### src/vaq_pkg.sv
// Shared constants, operation codes and width helpers for the vector ALU.
package vaq_pkg;

    localparam int FRAC_BITS_DEF  = 16;
    localparam int COMP_WIDTH_DEF = 32;
    localparam int QUEUE_DEPTH    = 4;

    localparam int OP_W     = 4;
    localparam int MASK_W   = 4;
    localparam int CLS_W    = 2;
    localparam int STATUS_W = 2;

    // operation codes
    localparam logic [OP_W-1:0] OP_ADD    = 4'd0;
    localparam logic [OP_W-1:0] OP_SUB    = 4'd1;
    localparam logic [OP_W-1:0] OP_SCALE  = 4'd2;
    localparam logic [OP_W-1:0] OP_INV    = 4'd3;
    localparam logic [OP_W-1:0] OP_DOT    = 4'd4;
    localparam logic [OP_W-1:0] OP_CROSS  = 4'd5;
    localparam logic [OP_W-1:0] OP_LERP   = 4'd6;
    localparam logic [OP_W-1:0] OP_SQLEN  = 4'd7;
    localparam logic [OP_W-1:0] OP_LEN    = 4'd8;
    localparam logic [OP_W-1:0] OP_SQDIST = 4'd9;
    localparam logic [OP_W-1:0] OP_DIST   = 4'd10;
    localparam logic [OP_W-1:0] OP_NORM   = 4'd11;
    localparam logic [OP_W-1:0] OP_HOMO   = 4'd12;

    // item classes set by the front end
    localparam logic [CLS_W-1:0] CLS_PIPE = 2'd0;
    localparam logic [CLS_W-1:0] CLS_DZ   = 2'd1;
    localparam logic [CLS_W-1:0] CLS_ITER = 2'd2;

    // status codes
    localparam logic [STATUS_W-1:0] STAT_OK  = 2'd0;
    localparam logic [STATUS_W-1:0] STAT_SAT = 2'd1;
    localparam logic [STATUS_W-1:0] STAT_DZ  = 2'd2;

    // queued item layout: op, class, mask, then scalar, a xyzw, b xyzw
    localparam int OP_LSB      = 0;
    localparam int CLS_LSB     = 4;
    localparam int MASK_LSB    = 6;
    localparam int DATA_LSB    = 10;
    localparam int ITEM_WORDS  = 9;

    function automatic int item_w(input int w);
        return DATA_LSB + ITEM_WORDS * w;
    endfunction

    // multiplier operand width: holds a-b and 1.0-scalar
    function automatic int oper_w(input int w, input int f);
        return (w + 1 > f + 2) ? w + 1 : f + 2;
    endfunction

    // width of pre-saturation values: sums of products and quotients
    function automatic int wide_w(input int w, input int f);
        int s;
        int q;
        s = 2 * oper_w(w, f) + 2;
        q = w + f + 2;
        return (s > q) ? s : q;
    endfunction

endpackage

### src/vaq_fifo.sv
// Short register queue between the front end and the execution back end.
module vaq_fifo
    import vaq_pkg::*;
#(
    parameter int WIDTH = 8,
    parameter int DEPTH = QUEUE_DEPTH
)
(
    input  logic             clk,
    input  logic             rst_n,
    input  logic             wr_en,
    input  logic [WIDTH-1:0] wr_data,
    output logic             wr_ready,
    input  logic             rd_en,
    output logic             rd_valid,
    output logic [WIDTH-1:0] rd_data
);

    localparam int AW = (DEPTH > 1) ? $clog2(DEPTH) : 1;

    logic [WIDTH-1:0] mem_reg [DEPTH];
    logic [AW-1:0]    wr_ptr_reg;
    logic [AW-1:0]    wr_ptr_next;
    logic [AW-1:0]    rd_ptr_reg;
    logic [AW-1:0]    rd_ptr_next;
    logic [AW:0]      count_reg;
    logic [AW:0]      count_next;
    logic             do_wr;
    logic             do_rd;

    assign wr_ready = (count_reg != (AW+1)'(DEPTH));
    assign rd_valid = (count_reg != '0);
    assign rd_data  = mem_reg[rd_ptr_reg];
    assign do_wr    = wr_en && wr_ready;
    assign do_rd    = rd_en && rd_valid;

    // advance pointers with wrap at the depth
    always_comb
    begin
        wr_ptr_next = wr_ptr_reg;
        rd_ptr_next = rd_ptr_reg;
        count_next  = count_reg;
        if (do_wr)
        begin
            wr_ptr_next = (wr_ptr_reg == AW'(DEPTH - 1)) ? '0 : wr_ptr_reg + 1'b1;
        end
        if (do_rd)
        begin
            rd_ptr_next = (rd_ptr_reg == AW'(DEPTH - 1)) ? '0 : rd_ptr_reg + 1'b1;
        end
        if (do_wr && !do_rd)
        begin
            count_next = count_reg + 1'b1;
        end
        else if (do_rd && !do_wr)
        begin
            count_next = count_reg - 1'b1;
        end
    end

    always_ff @(posedge clk or negedge rst_n)
    begin
        if (!rst_n)
        begin
            wr_ptr_reg <= '0;
            rd_ptr_reg <= '0;
            count_reg  <= '0;
        end
        else
        begin
            wr_ptr_reg <= wr_ptr_next;
            rd_ptr_reg <= rd_ptr_next;
            count_reg  <= count_next;
        end
    end

    always_ff @(posedge clk)
    begin
        if (do_wr)
        begin
            mem_reg[wr_ptr_reg] <= wr_data;
        end
    end

endmodule

### config.mk
export PLATFORM = sky130hd
export DESIGN_NAME = vaq_fifo
export DESIGN_NICKNAME = d
export VERILOG_FILES = /design/src/vaq_pkg.sv /design/src/vaq_fifo.sv
export SDC_FILE = /design/constraint.sdc
export NUM_CORES = 1
export LEC_CHECK = 0
export BUFFER_PORTS_ARGS = -buffer_cell sky130_fd_sc_hd__buf_2
export CAP_MARGIN = 20
export CELL_PAD_IN_SITES_DETAIL_PLACEMENT = 1
export CELL_PAD_IN_SITES_GLOBAL_PLACEMENT = 1
export CORE_MARGIN = 10
export CORE_UTILIZATION = 50
export CTS_BUF_LIST = sky130_fd_sc_hd__clkbuf_4
export CTS_CLUSTER_DIAMETER = 30
export DETAILED_ROUTE_END_ITERATION = 10
export PLACE_DENSITY = 0.88
export SYNTH_ARGS = -nofsm -noshare
export SYNTH_HDL_FRONTEND = slang
export SYNTH_SLANG_ARGS = --single-unit
### constraint.sdc
create_clock -name clk -period 2.4 [get_ports clk]
set_input_delay 0.36 -clock clk [delete_from_list [all_inputs] [get_ports clk]]
set_output_delay 0.36 -clock clk [all_outputs]
set_load 0.01 [all_outputs]
==> impl_metrics.ini <==
[status]
outcome = finished, final reports clean

[floorplanning]
initial_core_util = 0.5221
dieArea_um2 = 5846
row_count = 20
io_pins = 22
die_w_um = 76.46
die_y_um = 76.46
fp.coreArea_um2 = 3053

[cts]
cts.sinks = 39
clockBufferDepth = 2
cts_setup_buffers = 0
cts.repair.resized = 0
htree_num_levels = 2
cts.reportedPaths.clkPinSlew_ps = 110
tritoncts = done
cts_buffers = 5
cts_hold_buf = 1
root_buffer = clkbuf_4
clk_latency_ps = 340

[finish]
largest_reg_flops = 32
final_common_cell = edfxtp_1
layout_common_cells = 32 x edfxtp_1, 21 x buf_2, 8 x mux4_2, 7 x clkbuf_4, 7 x dfrtp_1
fin_nets = 124
final_layout_size_suffix_gt1_frac = 0.4623
syn_to_final_growth_pct = 13.74
n_fill_cell = 293
num_antenna_cells = 0

[logic_synthesis]
syn_inst = 78
synth_warnings = 0
syn_nets = 97
netlist_area_um2 = 1594
ys_ff_latch = 39
yosysTopAreaCell = edfxtp_1
yosys-top-cells-area = edfxtp_1 60%, mux4_2 11%, dfrtp_1 11%, ha_1 4.7%, mux2_2 2.1%
ys_types = 18
synth-seq-area-share = 0.7127
avgSynthCellArea_um2 = 20.44
yosysTopAreaCellShare = 0.6028

[power]
total_power_w = 0.002117
ir_worst_vdd_mv = 0.5335
power_per_cell_area_nw_per_um2 = 1168
p_leak_nw = 0.6926

[sta]
fin_skew_ps = 9.954
tightest_slew_ps = 581.8
fmaxAchievable_mhz = 457.2
fin_crit_ps = 2187
slew_violations = 0
hold_violations = 0
rsz0062_at_grt = no
tns_ps = 0
relSlewSlack = 0.6122
finalSetupViolations = 0
period_share = 0.9114

[critical_path]
worst-path-max-fanout = 4
reg2reg_from = count_reg[0]$_DFFE_PN0P_
critPathLaunchType = flip-flop
reg2reg_depth = 8
cp.arrival_ps = 2450
criticalPathCategory = flip-flop to flip-flop
cp.required_ps = 2660
crit_path_start = count_reg[0]$_DFFE_PN0P_
crit_path_end_kind = flip-flop

[global_routing]
gr-total-overflow = 0
antenna_found_initial = 0
grt_pass1_wl_mm = 4.650
grt_pass1_vias = 885
grtUsageTotal = 0.1037
grt_max_degree = 12

[routing]
vias = 784
drc_errors = 0
ant_nets = 0
routed_via_density = 5.227
drt_iter0_drc = 41
firstDrtPassIters = 4
drt-total-wl_mm = 2.783
post_drt_wl_per_cell_um = 18.55

[place]
gp_congestion = 0.7044
io_buffers = 21
dp_hpwl_mm = 2.125

[hold_path]
min_path_type = input port to flip-flop
hold_start = wr_data[3]
hold-path-cell-count = 1

[flow_run]
maxCapViolations = 0
cells in the mapped netlist (all sizes together):
library cell,number
mux2,5
inv,3
xor2,2
xnor2,1
or3,1
buf,2
nor2,3
mux4,8
dfrtp,7
or3b,1
and3,4
nand2,1
fa,1
ha,6
and2,1
edfxtp,32
path summary, 6_finish.rpt:
| kind | slack (ps) | to |
|---|---|---|
| max | 210 | count_reg[2]$_DFFE_PN0P_ |
| min | 230 | mem_reg[0][3]$_DFFE_PP_ |
| max reg2reg | 210 | count_reg[2]$_DFFE_PN0P_ |
| min reg2reg | 500 | count_reg[2]$_DFFE_PN0P_ |
| max in group asynchronous | 1880 | count_reg[1]$_DFFE_PN0P_ |
| min in group asynchronous | 370 | count_reg[0]$_DFFE_PN0P_ |
power breakdown:
group | switching (W) | total [W] | internal (W)
Combinational | 0.000319 | 0.000714 | 0.000394
Sequential | 0.000153 | 0.00107 | 0.000916
Clock | 0.000198 | 0.000335 | 0.000137
per-stage QoR:
step	utilization	cells	setup slack [ps]	cell area, um2	hold slack (ps)
floorplan	-	78	301.5	1594	64.41
global placement	0.5717	141	268.1	1745	201.1
detailed placement	0.5717	141	225.5	1745	198.3
CTS	0.5939	150	185.9	1813	225.8
global route	0.5939	150	61.24	1813	212.6
finish	0.5939	150	212.8	1813	233.1
kinds of logic (layout without fill, tap and decap cells):
logic type	Yosys count	after routing	share of synthesized area
simple gates	11	11	0.04553
flops	39	39	0.7127
mux	13	13	0.1531
fa+ha+maj	7	7	0.05965
buf+inv	5	33	0.01255
xor+xnor	3	3	0.01649
routing by layer:
metal	GRT usage	up-vias	routed length, um
met5	0	-	0
met4	0.04461	0	41
met3	0.03656	6	93
met2	0.1692	17	1418
met1	0.1205	406	1231
li1	-	355	-
critical path: stages, from the launching register on:
cell	delay [ps]
dfrtp_1	440
or3_2	470
nand2_1	150
ha_1	200
inv_1	60
fa_1	370
xor2_1	150
nor2_1	110
xor2_1	160
cell type report:
cell class / instances / area (um2) / share of cell area
clock buffer: 7 / 52.55 / 0.02899
clock inverter: 1 / 5.005 / 0.002761
inverter: 3 / 11.26 / 0.006211
multi-input combinational: 34 / 437.9 / 0.2415
sequential: 39 / 1136 / 0.6266
tap: 44 / 55.05 / 0.03037
timing repair buffer: 22 / 115.1 / 0.06349
Note: power is estimated with default switching activity, not from simulation.
