File: src/vaq_pkg.sv
// Shared constants, operation codes and width helpers for the vector ALU.
package vaq_pkg;

    localparam int FRAC_BITS_DEF  = 16;
    localparam int COMP_WIDTH_DEF = 32;
    localparam int QUEUE_DEPTH    = 4;

    localparam int OP_W     = 4;
    localparam int MASK_W   = 4;
    localparam int CLS_W    = 2;
    localparam int STATUS_W = 2;

    // operation codes
    localparam logic [OP_W-1:0] OP_ADD    = 4'd0;
    localparam logic [OP_W-1:0] OP_SUB    = 4'd1;
    localparam logic [OP_W-1:0] OP_SCALE  = 4'd2;
    localparam logic [OP_W-1:0] OP_INV    = 4'd3;
    localparam logic [OP_W-1:0] OP_DOT    = 4'd4;
    localparam logic [OP_W-1:0] OP_CROSS  = 4'd5;
    localparam logic [OP_W-1:0] OP_LERP   = 4'd6;
    localparam logic [OP_W-1:0] OP_SQLEN  = 4'd7;
    localparam logic [OP_W-1:0] OP_LEN    = 4'd8;
    localparam logic [OP_W-1:0] OP_SQDIST = 4'd9;
    localparam logic [OP_W-1:0] OP_DIST   = 4'd10;
    localparam logic [OP_W-1:0] OP_NORM   = 4'd11;
    localparam logic [OP_W-1:0] OP_HOMO   = 4'd12;

    // item classes set by the front end
    localparam logic [CLS_W-1:0] CLS_PIPE = 2'd0;
    localparam logic [CLS_W-1:0] CLS_DZ   = 2'd1;
    localparam logic [CLS_W-1:0] CLS_ITER = 2'd2;

    // status codes
    localparam logic [STATUS_W-1:0] STAT_OK  = 2'd0;
    localparam logic [STATUS_W-1:0] STAT_SAT = 2'd1;
    localparam logic [STATUS_W-1:0] STAT_DZ  = 2'd2;

    // queued item layout: op, class, mask, then scalar, a xyzw, b xyzw
    localparam int OP_LSB      = 0;
    localparam int CLS_LSB     = 4;
    localparam int MASK_LSB    = 6;
    localparam int DATA_LSB    = 10;
    localparam int ITEM_WORDS  = 9;

    function automatic int item_w(input int w);
        return DATA_LSB + ITEM_WORDS * w;
    endfunction

    // multiplier operand width: holds a-b and 1.0-scalar
    function automatic int oper_w(input int w, input int f);
        return (w + 1 > f + 2) ? w + 1 : f + 2;
    endfunction

    // width of pre-saturation values: sums of products and quotients
    function automatic int wide_w(input int w, input int f);
        int s;
        int q;
        s = 2 * oper_w(w, f) + 2;
        q = w + f + 2;
        return (s > q) ? s : q;
    endfunction

endpackage

File: src/vaq_front.sv
// Front end: accepts commands, classifies them and hands them to the queue.
module vaq_front
    import vaq_pkg::*;
#(
    parameter int COMP_WIDTH = COMP_WIDTH_DEF
)
(
    input  logic                                clk,
    input  logic                                rst_n,
    input  logic                                start,
    output logic                                busy,
    input  logic [OP_W-1:0]                     action,
    input  logic signed [COMP_WIDTH-1:0]        ax,
    input  logic signed [COMP_WIDTH-1:0]        ay,
    input  logic signed [COMP_WIDTH-1:0]        az,
    input  logic signed [COMP_WIDTH-1:0]        aw,
    input  logic signed [COMP_WIDTH-1:0]        bx,
    input  logic signed [COMP_WIDTH-1:0]        by,
    input  logic signed [COMP_WIDTH-1:0]        bz,
    input  logic signed [COMP_WIDTH-1:0]        bw,
    input  logic signed [COMP_WIDTH-1:0]        scalar_in,
    input  logic [MASK_W-1:0]                   comp_mask,
    output logic                                item_valid,
    output logic [item_w(COMP_WIDTH)-1:0]       item,
    input  logic                                item_ready
);

    logic                          valid_reg;
    logic                          valid_next;
    logic [item_w(COMP_WIDTH)-1:0] item_reg;
    logic [CLS_W-1:0]              cls;
    logic                          accept;
    logic                          push;

    // classify: zero divisors resolve here, root and divide ops go iterative
    always_comb
    begin
        unique case (action) inside
            OP_LEN, OP_DIST:
            begin
                cls = CLS_ITER;
            end
            OP_NORM:
            begin
                cls = (ax == '0 && ay == '0 && az == '0) ? CLS_DZ : CLS_ITER;
            end
            OP_HOMO:
            begin
                cls = (aw == '0) ? CLS_DZ : CLS_ITER;
            end
            default:
            begin
                cls = CLS_PIPE;
            end
        endcase
    end

    assign push   = valid_reg && item_ready;
    assign busy   = valid_reg && !item_ready;
    assign accept = start && !busy;

    // hold one beat until the queue takes it
    always_comb
    begin
        valid_next = valid_reg;
        if (accept)
        begin
            valid_next = 1'b1;
        end
        else if (push)
        begin
            valid_next = 1'b0;
        end
    end

    always_ff @(posedge clk or negedge rst_n)
    begin
        if (!rst_n)
        begin
            valid_reg <= 1'b0;
        end
        else
        begin
            valid_reg <= valid_next;
        end
    end

    always_ff @(posedge clk)
    begin
        if (accept)
        begin
            item_reg <= {bw, bz, by, bx, aw, az, ay, ax, scalar_in, comp_mask, cls, action};
        end
    end

    assign item_valid = valid_reg;
    assign item       = item_reg;

endmodule

File: config.mk
export PLATFORM = sky130hd
export DESIGN_NAME = vaq_front
export DESIGN_NICKNAME = d
export VERILOG_FILES = /design/src/vaq_pkg.sv /design/src/vaq_front.sv
export SDC_FILE = /design/constraint.sdc
export NUM_CORES = 1
export LEC_CHECK = 0
export BUFFER_PORTS_ARGS = -buffer_cell sky130_fd_sc_hd__buf_4
export CAP_MARGIN = 20
export CORE_AREA = 2 2 236 238
export DETAILED_ROUTE_END_ITERATION = 10
export DIE_AREA = 0 0 238 240
export GPL_TIMING_DRIVEN = 0
export HOLD_SLACK_MARGIN = 0.06
export PLACE_DENSITY = 0.46
export SYNTH_ARGS = -nofsm -noshare
export SYNTH_HDL_FRONTEND = slang
export SYNTH_SLANG_ARGS = --single-unit
File: constraint.sdc
create_clock -name clk -period 9.7 [get_ports clk]
set_input_delay 1.94 -clock clk [delete_from_list [all_inputs] [get_ports clk]]
set_output_delay 1.94 -clock clk [all_outputs]
set_load 0.02 [all_outputs]
==> impl_metrics.tcl <==
set metrics [dict create \
    status "finished, final reports clean" \
    grt_max_degree 69 \
    drive_above_1_share 0.6431 \
    htreeDepth 2 \
    setup_viol 0 \
    hold_viol 0 \
    power_leakage_nw 6.385 \
    clk_pin_slew_ns 0.06 \
    drt_iter0_drc 249 \
    synthSimpleGateAreaFrac 0.03425 \
    dp_cells 1662 \
    antenna_found_initial 2 \
    cp.arrival_ns 2.40 \
    fin_crit_sh 0.4478 \
    die_w_um 238 \
    nNetsFinal 1296 \
    ir_drop_mv 0.1291 \
    cts_root_buf "clkbuf_16" \
    power_mw 3.182 \
    cts_buffer_depth 3 \
    hold_path.class "reg2reg" \
    final_common_cell "buf_4" \
    vias_per_cell 3.564 \
    worstSetupStartpointType "primary input" \
    cts_made_buffers 36 \
    first_pass_iters 6 \
    avgSynthCellArea_um2 26.32 \
    fin_tns_setup_ns 0 \
    critPathSlowestCell "nand2b_1" \
    whs_path_depth 2 \
    ys_types 15 \
    ant_nets 0 \
    dr_total_vias 6148 \
    synth_xor_xnor_area_share 0 \
    post_cts_buffers 0 \
    crit_path_frequent_cell "buf_4" \
    post-place-ws_ns 4.977 \
    start_util 0.1704 \
    worst_slack_ns 5.356 \
    critical_path.max_fanout 3 \
    totalWireLength_um 32900 \
    fin_skew_ns 0.01643 \
    fmax_mhz 230.2 \
    gp_congestion 0.7651 \
    hp-start "item_valid$_DFFE_PN0P_" \
    largest_reg_flops 298 \
    ios 600 \
    grt_pass1_wl_um 43840 \
    timing.rr.end "item[268]$_DFFE_PP_" \
    required_ns 7.76 \
    synth_fa_ha_area_frac 0 \
    reg2reg_setup_slack_ns 7.46 \
    routedWlPerCell_um 19.07 \
    synth_compound_area_frac 0.002149 \
    synth.area.mux_share 0 \
    grt_usage 0.1071 \
    period_minus_slack_ns 4.344 \
    cts_resized 0 \
    drv_slew 0 \
    stdcell_count 1725 \
    area_growth_pct 71.25 \
    grt_pass1_vias 6387 \
    synth_warnings 0 \
    syn_inst 354 \
    synth-seq-area-share 0.9632 \
    cpPeakStageDelay_ns 0.16 \
    max_cap_viol_count 0 \
    dp_hpwl_um 25930 \
    worst-slew-pin-transition_ns 0.7245 \
    fp.dieArea_um2 57120 \
    synth_area_um2 9316 \
    min_to "item_valid$_DFFE_PN0P_" \
    cts_tree "done" \
    reg2reg_from "item_valid$_DFFE_PN0P_" \
    cts_sinks 299 \
    yosys.area.top_type "edfxtp_1" \
    num_rows 86 \
    crit_chain "buf_4 -> nand2b_1 -> inv_1 -> buf_4" \
    rsz0062_at_grt "false" \
    end_kind "output pin" \
    synth-seq-cells 299 \
    reg2reg_depth 5 \
    synthTopCellsByArea "edfxtp_1 96%, nor4_1 2.1%, nand4_1 0.54%" \
    cts_hold_buf 0 \
    clock_latency_ns 0.53 \
    criticalPathCategory "in2out" \
    die_h_um 240 \
    port_buffers 599 \
    synth_nets 654 \
    drc 0 \
    final_cell_mix "599 x buf_4, 298 x edfxtp_1, 37 x clkbuf_16" \
    synth_top_family_by_area "simple AND/OR/NAND/NOR gates" \
    grt.overflow.total 0 \
    core_um2 54660 \
    power_density_nw_per_um2 199.5 \
    post-synth-top-area-fraction 0.9605 \
    postLayoutCoreUtil 0.2919 \
    maxSlewHeadroom 0.5126 \
]
-- metrics by stage --
step	hold WS [ns]	instance area, µm²
floorplan	0.6329	9316
global placement	0.5191	14690
detailed placement	0.5495	14830
CTS	0.5618	15950
global route	0.6055	15950
finish	0.5573	15950
-- cell families (layout without fill, tap and decap cells) --
family / after synthesis / in the layout
flip-flops: 299 / 299
AO/OA/AOI/OAI: 3 / 3
other: 0 / 1
AND/OR/NAND/NOR: 51 / 51
buffers and inverters: 1 / 667
-- worst max path at each step --
stage | slack, ns | from | cells after the start | to
4_1_cts | 5.35 | item_ready | 4 | busy
3_5_place_dp | 4.98 | ay[24] | 6 | item[5]$_DFFE_PP_
2_1_floorplan | 0.18 | item_ready | 2 | item[0]$_DFFE_PP_
5_1_grt | 5.30 | item_ready | 4 | busy
6_report | 5.36 | item_ready | 4 | busy
3_3_place_gp | -3.23 | item_ready | 3 | item[247]$_DFFE_PP_
-- cell usage after synthesis, drive strengths merged --
library cell  count
a32o              1
and2              1
dfrtp             1
edfxtp          298
inv               1
nand2             1
nand2b            2
nand3             1
nand4             8
nand4b            1
nor2              2
nor2b             2
nor4             33
o21ai             2
-- power breakdown --
| part | total, mW | internal, mW | switching, mW |
|---|---|---|---|
| combinational | 0.350 | 0.165 | 0.185 |
| clock | 1.30 | 0.775 | 0.528 |
| sequential | 1.53 | 1.51 | 0.0199 |
| total | 3.18 | 2.45 | 0.733 |
-- area by class of cell --
| cell class | count | area [µm²] |
|---|---|---|
| Sequential cell | 299 | 8974 |
| Tap cell | 704 | 880.8 |
| Multi-Input combinational cell | 54 | 341.6 |
| Timing Repair Buffer | 604 | 4634 |
| Clock buffer | 43 | 948.4 |
| Fill cell | 5578 | 38710 |
| Clock inverter | 19 | 168.9 |
| Inverter | 1 | 3.754 |
| Antenna cell | 1 | 2.502 |
-- critical path, delay by kind of cell --
kind	cells	cell delay [ns]
and+or+nand+nor	1	0.16
buffers and inverters	3	0.31
-- routing by layer --
layer,up-vias,routed length [µm],GRT usage,share of wire
met5,-,12,0,0.00036
met4,2,621,0.03106,0.019
met3,45,3251,0.04834,0.099
met2,321,17140,0.1889,0.52
met1,2999,11870,0.1154,0.36
li1,2781,-,-,-
Power figures use the tool's default switching activity.
