**config.mk**
```make
export PLATFORM = sky130hd
export DESIGN_NAME = vaq_iter
export DESIGN_NICKNAME = d
export VERILOG_FILES = /design/src/vaq_pkg.sv /design/src/vaq_iter.sv
export SDC_FILE = /design/constraint.sdc
export NUM_CORES = 1
export LEC_CHECK = 0
export BUFFER_PORTS_ARGS = -buffer_cell sky130_fd_sc_hd__buf_4
export CAP_MARGIN = 30
export CORE_ASPECT_RATIO = 0.7
export CORE_MARGIN = 3
export CORE_UTILIZATION = 35
export DETAILED_ROUTE_END_ITERATION = 8
export PLACE_DENSITY = 0.6
export SETUP_SLACK_MARGIN = 0.5
export SKIP_CTS_REPAIR_TIMING = 1
export SLEW_MARGIN = 20
export SYNTH_ARGS = -nofsm -noshare
export SYNTH_HDL_FRONTEND = slang
export SYNTH_SLANG_ARGS = --single-unit
```
**constraint.sdc**
```tcl
create_clock -name clk -period 53.6 [get_ports clk]
set_input_delay 5.36 -clock clk [delete_from_list [all_inputs] [get_ports clk]]
set_output_delay 5.36 -clock clk [all_outputs]
set_load 0.03 [all_outputs]
```
**src/vaq_pkg.sv**
```systemverilog
// Shared constants, operation codes and width helpers for the vector ALU.
package vaq_pkg;

    localparam int FRAC_BITS_DEF  = 16;
    localparam int COMP_WIDTH_DEF = 32;
    localparam int QUEUE_DEPTH    = 4;

    localparam int OP_W     = 4;
    localparam int MASK_W   = 4;
    localparam int CLS_W    = 2;
    localparam int STATUS_W = 2;

    // operation codes
    localparam logic [OP_W-1:0] OP_ADD    = 4'd0;
    localparam logic [OP_W-1:0] OP_SUB    = 4'd1;
    localparam logic [OP_W-1:0] OP_SCALE  = 4'd2;
    localparam logic [OP_W-1:0] OP_INV    = 4'd3;
    localparam logic [OP_W-1:0] OP_DOT    = 4'd4;
    localparam logic [OP_W-1:0] OP_CROSS  = 4'd5;
    localparam logic [OP_W-1:0] OP_LERP   = 4'd6;
    localparam logic [OP_W-1:0] OP_SQLEN  = 4'd7;
    localparam logic [OP_W-1:0] OP_LEN    = 4'd8;
    localparam logic [OP_W-1:0] OP_SQDIST = 4'd9;
    localparam logic [OP_W-1:0] OP_DIST   = 4'd10;
    localparam logic [OP_W-1:0] OP_NORM   = 4'd11;
    localparam logic [OP_W-1:0] OP_HOMO   = 4'd12;

    // item classes set by the front end
    localparam logic [CLS_W-1:0] CLS_PIPE = 2'd0;
    localparam logic [CLS_W-1:0] CLS_DZ   = 2'd1;
    localparam logic [CLS_W-1:0] CLS_ITER = 2'd2;

    // status codes
    localparam logic [STATUS_W-1:0] STAT_OK  = 2'd0;
    localparam logic [STATUS_W-1:0] STAT_SAT = 2'd1;
    localparam logic [STATUS_W-1:0] STAT_DZ  = 2'd2;

    // queued item layout: op, class, mask, then scalar, a xyzw, b xyzw
    localparam int OP_LSB      = 0;
    localparam int CLS_LSB     = 4;
    localparam int MASK_LSB    = 6;
    localparam int DATA_LSB    = 10;
    localparam int ITEM_WORDS  = 9;

    function automatic int item_w(input int w);
        return DATA_LSB + ITEM_WORDS * w;
    endfunction

    // multiplier operand width: holds a-b and 1.0-scalar
    function automatic int oper_w(input int w, input int f);
        return (w + 1 > f + 2) ? w + 1 : f + 2;
    endfunction

    // width of pre-saturation values: sums of products and quotients
    function automatic int wide_w(input int w, input int f);
        int s;
        int q;
        s = 2 * oper_w(w, f) + 2;
        q = w + f + 2;
        return (s > q) ? s : q;
    endfunction

endpackage

```
**src/vaq_iter.sv**
```systemverilog
// Iterative unit: bit-serial square root and three parallel restoring dividers.
module vaq_iter
    import vaq_pkg::*;
#(
    parameter int FRAC_BITS  = FRAC_BITS_DEF,
    parameter int COMP_WIDTH = COMP_WIDTH_DEF
)
(
    input  logic                                                clk,
    input  logic                                                rst_n,
    input  logic                                                start,
    input  logic [OP_W-1:0]                                     op,
    input  logic signed [COMP_WIDTH-1:0]                        a_in [4],
    input  logic signed [wide_w(COMP_WIDTH, FRAC_BITS)-1:0]     sum,
    output logic                                                res_valid,
    output logic signed [wide_w(COMP_WIDTH, FRAC_BITS)-1:0]     res [5]
);

    localparam int W    = COMP_WIDTH;
    localparam int F    = FRAC_BITS;
    localparam int WV   = wide_w(COMP_WIDTH, FRAC_BITS);
    localparam int N    = W + 1;
    localparam int RADW = 2 * N;
    localparam int NW   = W + F;
    localparam int CW   = $clog2(NW + 1);

    localparam logic [1:0] S_IDLE = 2'd0;
    localparam logic [1:0] S_ROOT = 2'd1;
    localparam logic [1:0] S_DIV  = 2'd2;

    localparam logic signed [WV-1:0] ONE_V = WV'(1) << F;

    logic [1:0]            state_reg;
    logic [1:0]            state_next;
    logic [CW-1:0]         cnt_reg;
    logic [CW-1:0]         cnt_next;
    logic [OP_W-1:0]       op_reg;
    logic [RADW-1:0]       rad_reg;
    logic [RADW-1:0]       rad_next;
    logic [N-1:0]          root_reg;
    logic [N-1:0]          root_next;
    logic [N:0]            rrem_reg;
    logic [N:0]            rrem_next;
    logic [N-1:0]          dvs_reg;
    logic [N-1:0]          dvs_next;
    logic [NW-1:0]         num_reg [3];
    logic [NW-1:0]         num_next [3];
    logic [N-1:0]          drem_reg [3];
    logic [N-1:0]          drem_next [3];
    logic                  neg_reg [3];
    logic                  res_valid_reg;
    logic                  res_valid_next;
    logic signed [WV-1:0]  res_reg [5];
    logic signed [WV-1:0]  res_next [5];
    logic [N+2:0]          rem_sh;
    logic [N+2:0]          trial;
    logic                  root_ge;
    logic [N:0]            dsh [3];
    logic                  dge [3];
    logic [W-1:0]          mag_a [3];
    logic [W-1:0]          mag_w;

    // operand magnitudes for the dividers
    always_comb
    begin
        for (int i = 0; i < 3; i++)
        begin
            mag_a[i] = a_in[i][W-1] ? W'(-a_in[i]) : W'(a_in[i]);
        end
        mag_w = a_in[3][W-1] ? W'(-a_in[3]) : W'(a_in[3]);
    end

    // one root digit: shift in two radicand bits, try root*4+1
    always_comb
    begin
        rem_sh  = {rrem_reg, rad_reg[RADW-1 -: 2]};
        trial   = (N+3)'({root_reg, 2'b01});
        root_ge = (rem_sh >= trial);
    end

    // one quotient bit per divider
    always_comb
    begin
        for (int i = 0; i < 3; i++)
        begin
            dsh[i] = {drem_reg[i], num_reg[i][NW-1]};
            dge[i] = (dsh[i] >= {1'b0, dvs_reg});
        end
    end

    // sequencer
    always_comb
    begin
        state_next     = state_reg;
        cnt_next       = cnt_reg;
        rad_next       = rad_reg;
        root_next      = root_reg;
        rrem_next      = rrem_reg;
        dvs_next       = dvs_reg;
        res_valid_next = 1'b0;
        for (int i = 0; i < 5; i++)
        begin
            res_next[i] = res_reg[i];
        end
        for (int i = 0; i < 3; i++)
        begin
            num_next[i]  = num_reg[i];
            drem_next[i] = drem_reg[i];
        end
        unique case (state_reg)
            S_IDLE:
            begin
                if (start)
                begin
                    cnt_next  = '0;
                    rad_next  = sum[RADW-1:0];
                    root_next = '0;
                    rrem_next = '0;
                    dvs_next  = N'(mag_w);
                    for (int i = 0; i < 3; i++)
                    begin
                        num_next[i]  = {mag_a[i], {F{1'b0}}};
                        drem_next[i] = '0;
                    end
                    state_next = (op == OP_HOMO) ? S_DIV : S_ROOT;
                end
            end
            S_ROOT:
            begin
                rrem_next = root_ge ? (N+1)'(rem_sh - trial) : rem_sh[N:0];
                root_next = {root_reg[N-2:0], root_ge};
                rad_next  = {rad_reg[RADW-3:0], 2'b00};
                cnt_next  = cnt_reg + 1'b1;
                if (cnt_reg == CW'(N - 1))
                begin
                    cnt_next = '0;
                    if (op_reg == OP_NORM)
                    begin
                        dvs_next   = root_next;
                        state_next = S_DIV;
                    end
                    else
                    begin
                        res_next[0]    = '0;
                        res_next[1]    = '0;
                        res_next[2]    = '0;
                        res_next[3]    = '0;
                        res_next[4]    = WV'(root_next);
                        res_valid_next = 1'b1;
                        state_next     = S_IDLE;
                    end
                end
            end
            S_DIV:
            begin
                for (int i = 0; i < 3; i++)
                begin
                    drem_next[i] = dge[i] ? N'(dsh[i] - {1'b0, dvs_reg}) : dsh[i][N-1:0];
                    num_next[i]  = {num_reg[i][NW-2:0], dge[i]};
                end
                cnt_next = cnt_reg + 1'b1;
                if (cnt_reg == CW'(NW - 1))
                begin
                    for (int i = 0; i < 3; i++)
                    begin
                        res_next[i] = neg_reg[i] ? -WV'(num_next[i]) : WV'(num_next[i]);
                    end
                    res_next[3]    = (op_reg == OP_HOMO) ? ONE_V : '0;
                    res_next[4]    = '0;
                    res_valid_next = 1'b1;
                    state_next     = S_IDLE;
                end
            end
            default:
            begin
                state_next = S_IDLE;
            end
        endcase
    end

    always_ff @(posedge clk or negedge rst_n)
    begin
        if (!rst_n)
        begin
            state_reg     <= S_IDLE;
            cnt_reg       <= '0;
            res_valid_reg <= 1'b0;
        end
        else
        begin
            state_reg     <= state_next;
            cnt_reg       <= cnt_next;
            res_valid_reg <= res_valid_next;
        end
    end

    always_ff @(posedge clk)
    begin
        rad_reg  <= rad_next;
        root_reg <= root_next;
        rrem_reg <= rrem_next;
        dvs_reg  <= dvs_next;
        for (int i = 0; i < 3; i++)
        begin
            num_reg[i]  <= num_next[i];
            drem_reg[i] <= drem_next[i];
        end
        for (int i = 0; i < 5; i++)
        begin
            res_reg[i] <= res_next[i];
        end
        if (state_reg == S_IDLE && start)
        begin
            op_reg <= op;
            for (int i = 0; i < 3; i++)
            begin
                neg_reg[i] <= a_in[i][W-1] ^ ((op == OP_HOMO) && a_in[3][W-1]);
            end
        end
    end

    assign res_valid = res_valid_reg;
    assign res       = res_reg;

endmodule

```
==> results.ini <==
[grt]
grt_pass1_vias=27584
grt_overflow=0
grt_usage=0.177
grt_pass1_wl_mm=162
grt_max_degree=149
antenna_found_initial=2

[setup_path]
worst_ep_arrival_time_ns=8.99
critical_path.endpoint_type=flop
crit_fanout=66
crit_type=in2reg
start_kind=primary input
worstPathRequired_ns=53.86
r2r_cells=19

[power_and_ir_drop]
switchingPower_w=0.000361
p_comb_frac=0.145
intPower_w=0.000974
power_w=0.00134
seqPwrFrac=0.458
vdd_drop_max_mv=0.0243
power.density_nw_per_um2=29.1
p_leak_nw=18.2
swShare=0.270
p_clk_frac=0.397

[floorplan]
die_x_um=404
rows=101
die_area_um2=115000
core_um2=109000
ios=544
die_h_um=285
start_util=0.356

[final_layout]
final_core_util=0.420
fin_nets=4427
largest_register_ffs=238
fill_cells=10451
seqCellArea_um2=19900
finalInstanceArea_um2=45900
drive_above_1_share=0.172
synthToLayoutAreaGrowth_pct=18.1
multiInputGateArea_um2=17600

[yosys]
netlist.area_leader.share=0.505
mappedNetlistArea_um2=38900
synth_edf_count=654
synth_most_common_cell=edfxtp_1
yosys.cell_types.count=83
ys_warn_count=0
async_flop_share=0.0136
yosysSeqAreaShare=0.511
synth_top_cells_by_count=edfxtp_1, nor2_1, nand2_1
ys_seq_elements=663
ys_top_cells_by_area=edfxtp_1, xor2_1, ha_1
synth_cells=3680
postSynthAreaPerCell_um2=10.6
synth.largest_area_cell=edfxtp_1
synth_top_flop_cell=edfxtp_1

[run_status]
status=finished, final reports clean

[run]
cap_violations=0

[detailed_routing]
drc=0
ant_nets=0
wirelength_mm=106
drt_iter0_markers=2364
viasPerCell=5.21
highest_layer=met5
drt_pre_antenna_iters=5
met1_length_mm=49.3
wl_met2_mm=47.3
wire_per_inst_um=19.0
num_vias=29032
wl_met3_mm=6.53

[timing]
hold_slack_ns=0.496
drv_slew=0
tns_ns=0
skew_ns=0.0299
worst_slew_pin_slew_ns=1.11
min_period_ns=8.73
period_share=0.163
clock.fmax_mhz=115
slew-limit-headroom=0.259
rsz0062_at_grt=no
setup_viol=0
hold_viol=0

[cts]
cts_tree=built
cts_made_buffers=76
htree_levels=3
cts_root_buf=clkbuf_16
cts.reportedPaths.clkPinSlew_ns=0.06
worstSkewPairLatency_ns=0.65
cts_buffer_depth=3
cts_sinks=663

[hold_path]
hold_depth=1
holdCritPathClass=reg2reg

[placement]
numPortBuffers=439
place_hpwl_mm=74.5
gp_congestion=0.849
placed_area_um2=43400

layout by cell type (no fill, tap or decap), types with 13 or more instances in the layout:
cell type	count
edfxtp_1	654
buf_4	470
nor2_1	365
nand2_1	330
o21ai_0	268
xor2_1	222
a21oi_1	189
ha_1	145
inv_1	130
xnor2_1	130
conb_1	102
a21o_1	82
o31ai_1	81
clkbuf_16	77
and2_1	72
mux2_2	65
nand3_1	63
mux2i_1	59
nand2b_1	52
o41ai_1	48
or3_1	44
nor3_1	40
a31oi_1	37
nor2b_1	33
a211oi_1	33
or4_1	32
nand4_1	22
nor4_1	22
o21a_1	21
or2_2	18
clkinv_1	16
o21bai_1	13
final timing paths:
path / end / start / slack [ns]
max: num_reg[0][108] / start / 44.87
min in group asynchronous: res_valid / rst_n / 4.54
min: cnt_reg[5] / cnt_reg[5] / 0.50
max in group asynchronous: state_reg[0] / rst_n / 48.92
min reg2reg: cnt_reg[5] / cnt_reg[5] / 0.50
max reg2reg: res[326] / dvs_reg[0] / 48.10
power groups by stage:
stage | Sequential (W) | Combinational (W) | Clock [W]
6_report | 0.000612 | 0.000193 | 0.000530
5_1_grt | 0.000614 | 0.000214 | 0.000565
4_1_cts | 0.000612 | 0.000193 | 0.000546
3_5_place_dp | 0.000623 | 0.000192 | 0
3_3_place_gp | 0.000622 | 0.000189 | 0
2_1_floorplan | 0.000643 | 0.000139 | 0
metal layers:
metal | vias up | GRT usage
li1 | 14046 | -
met1 | 14047 | 0.255
met2 | 784 | 0.272
met3 | 153 | 0.0354
met4 | 2 | 0.0486
met5 | - | 0
metrics by stage:
stage	worst slack, ns	instances
after global routing	44.59	5576
final	44.87	5577
after detailed placement	44.04	5437
after global placement	44.12	5435
after CTS	44.78	5575
after floorplan	33.85	3781
cell type report:
class,instances,share of cell area
multi-input cells,2725,0.384
inverters,135,0.0112
repair buffers,473,0.0784
well taps,1442,0.0393
flip-flops and latches,663,0.433
diodes,1,0.0000545
clock buffers,89,0.0432
clock inverters,49,0.0111
worst max-delay path, stage by stage:
cell and delay (ns):
buf_4 0.10, nand2_1 0.14, o21ai_4 0.10, buf_4 0.68, buf_4 0.83, buf_4 0.87
buf_4 0.77
cell families after synthesis:
| logic type | after synthesis | synth area share |
|---|---|---|
| AND/OR/NAND/NOR | 1138 | 0.139 |
| AO/OA/AOI/OAI | 859 | 0.139 |
| flip-flops | 663 | 0.511 |
| buffers and inverters | 393 | 0.0481 |
| XOR/XNOR | 352 | 0.0793 |
| adder cells (fa/ha/maj) | 150 | 0.0489 |
| multiplexers | 124 | 0.0340 |
| other | 1 | 0.0000965 |
Note: power is estimated with default switching activity, not from simulation.
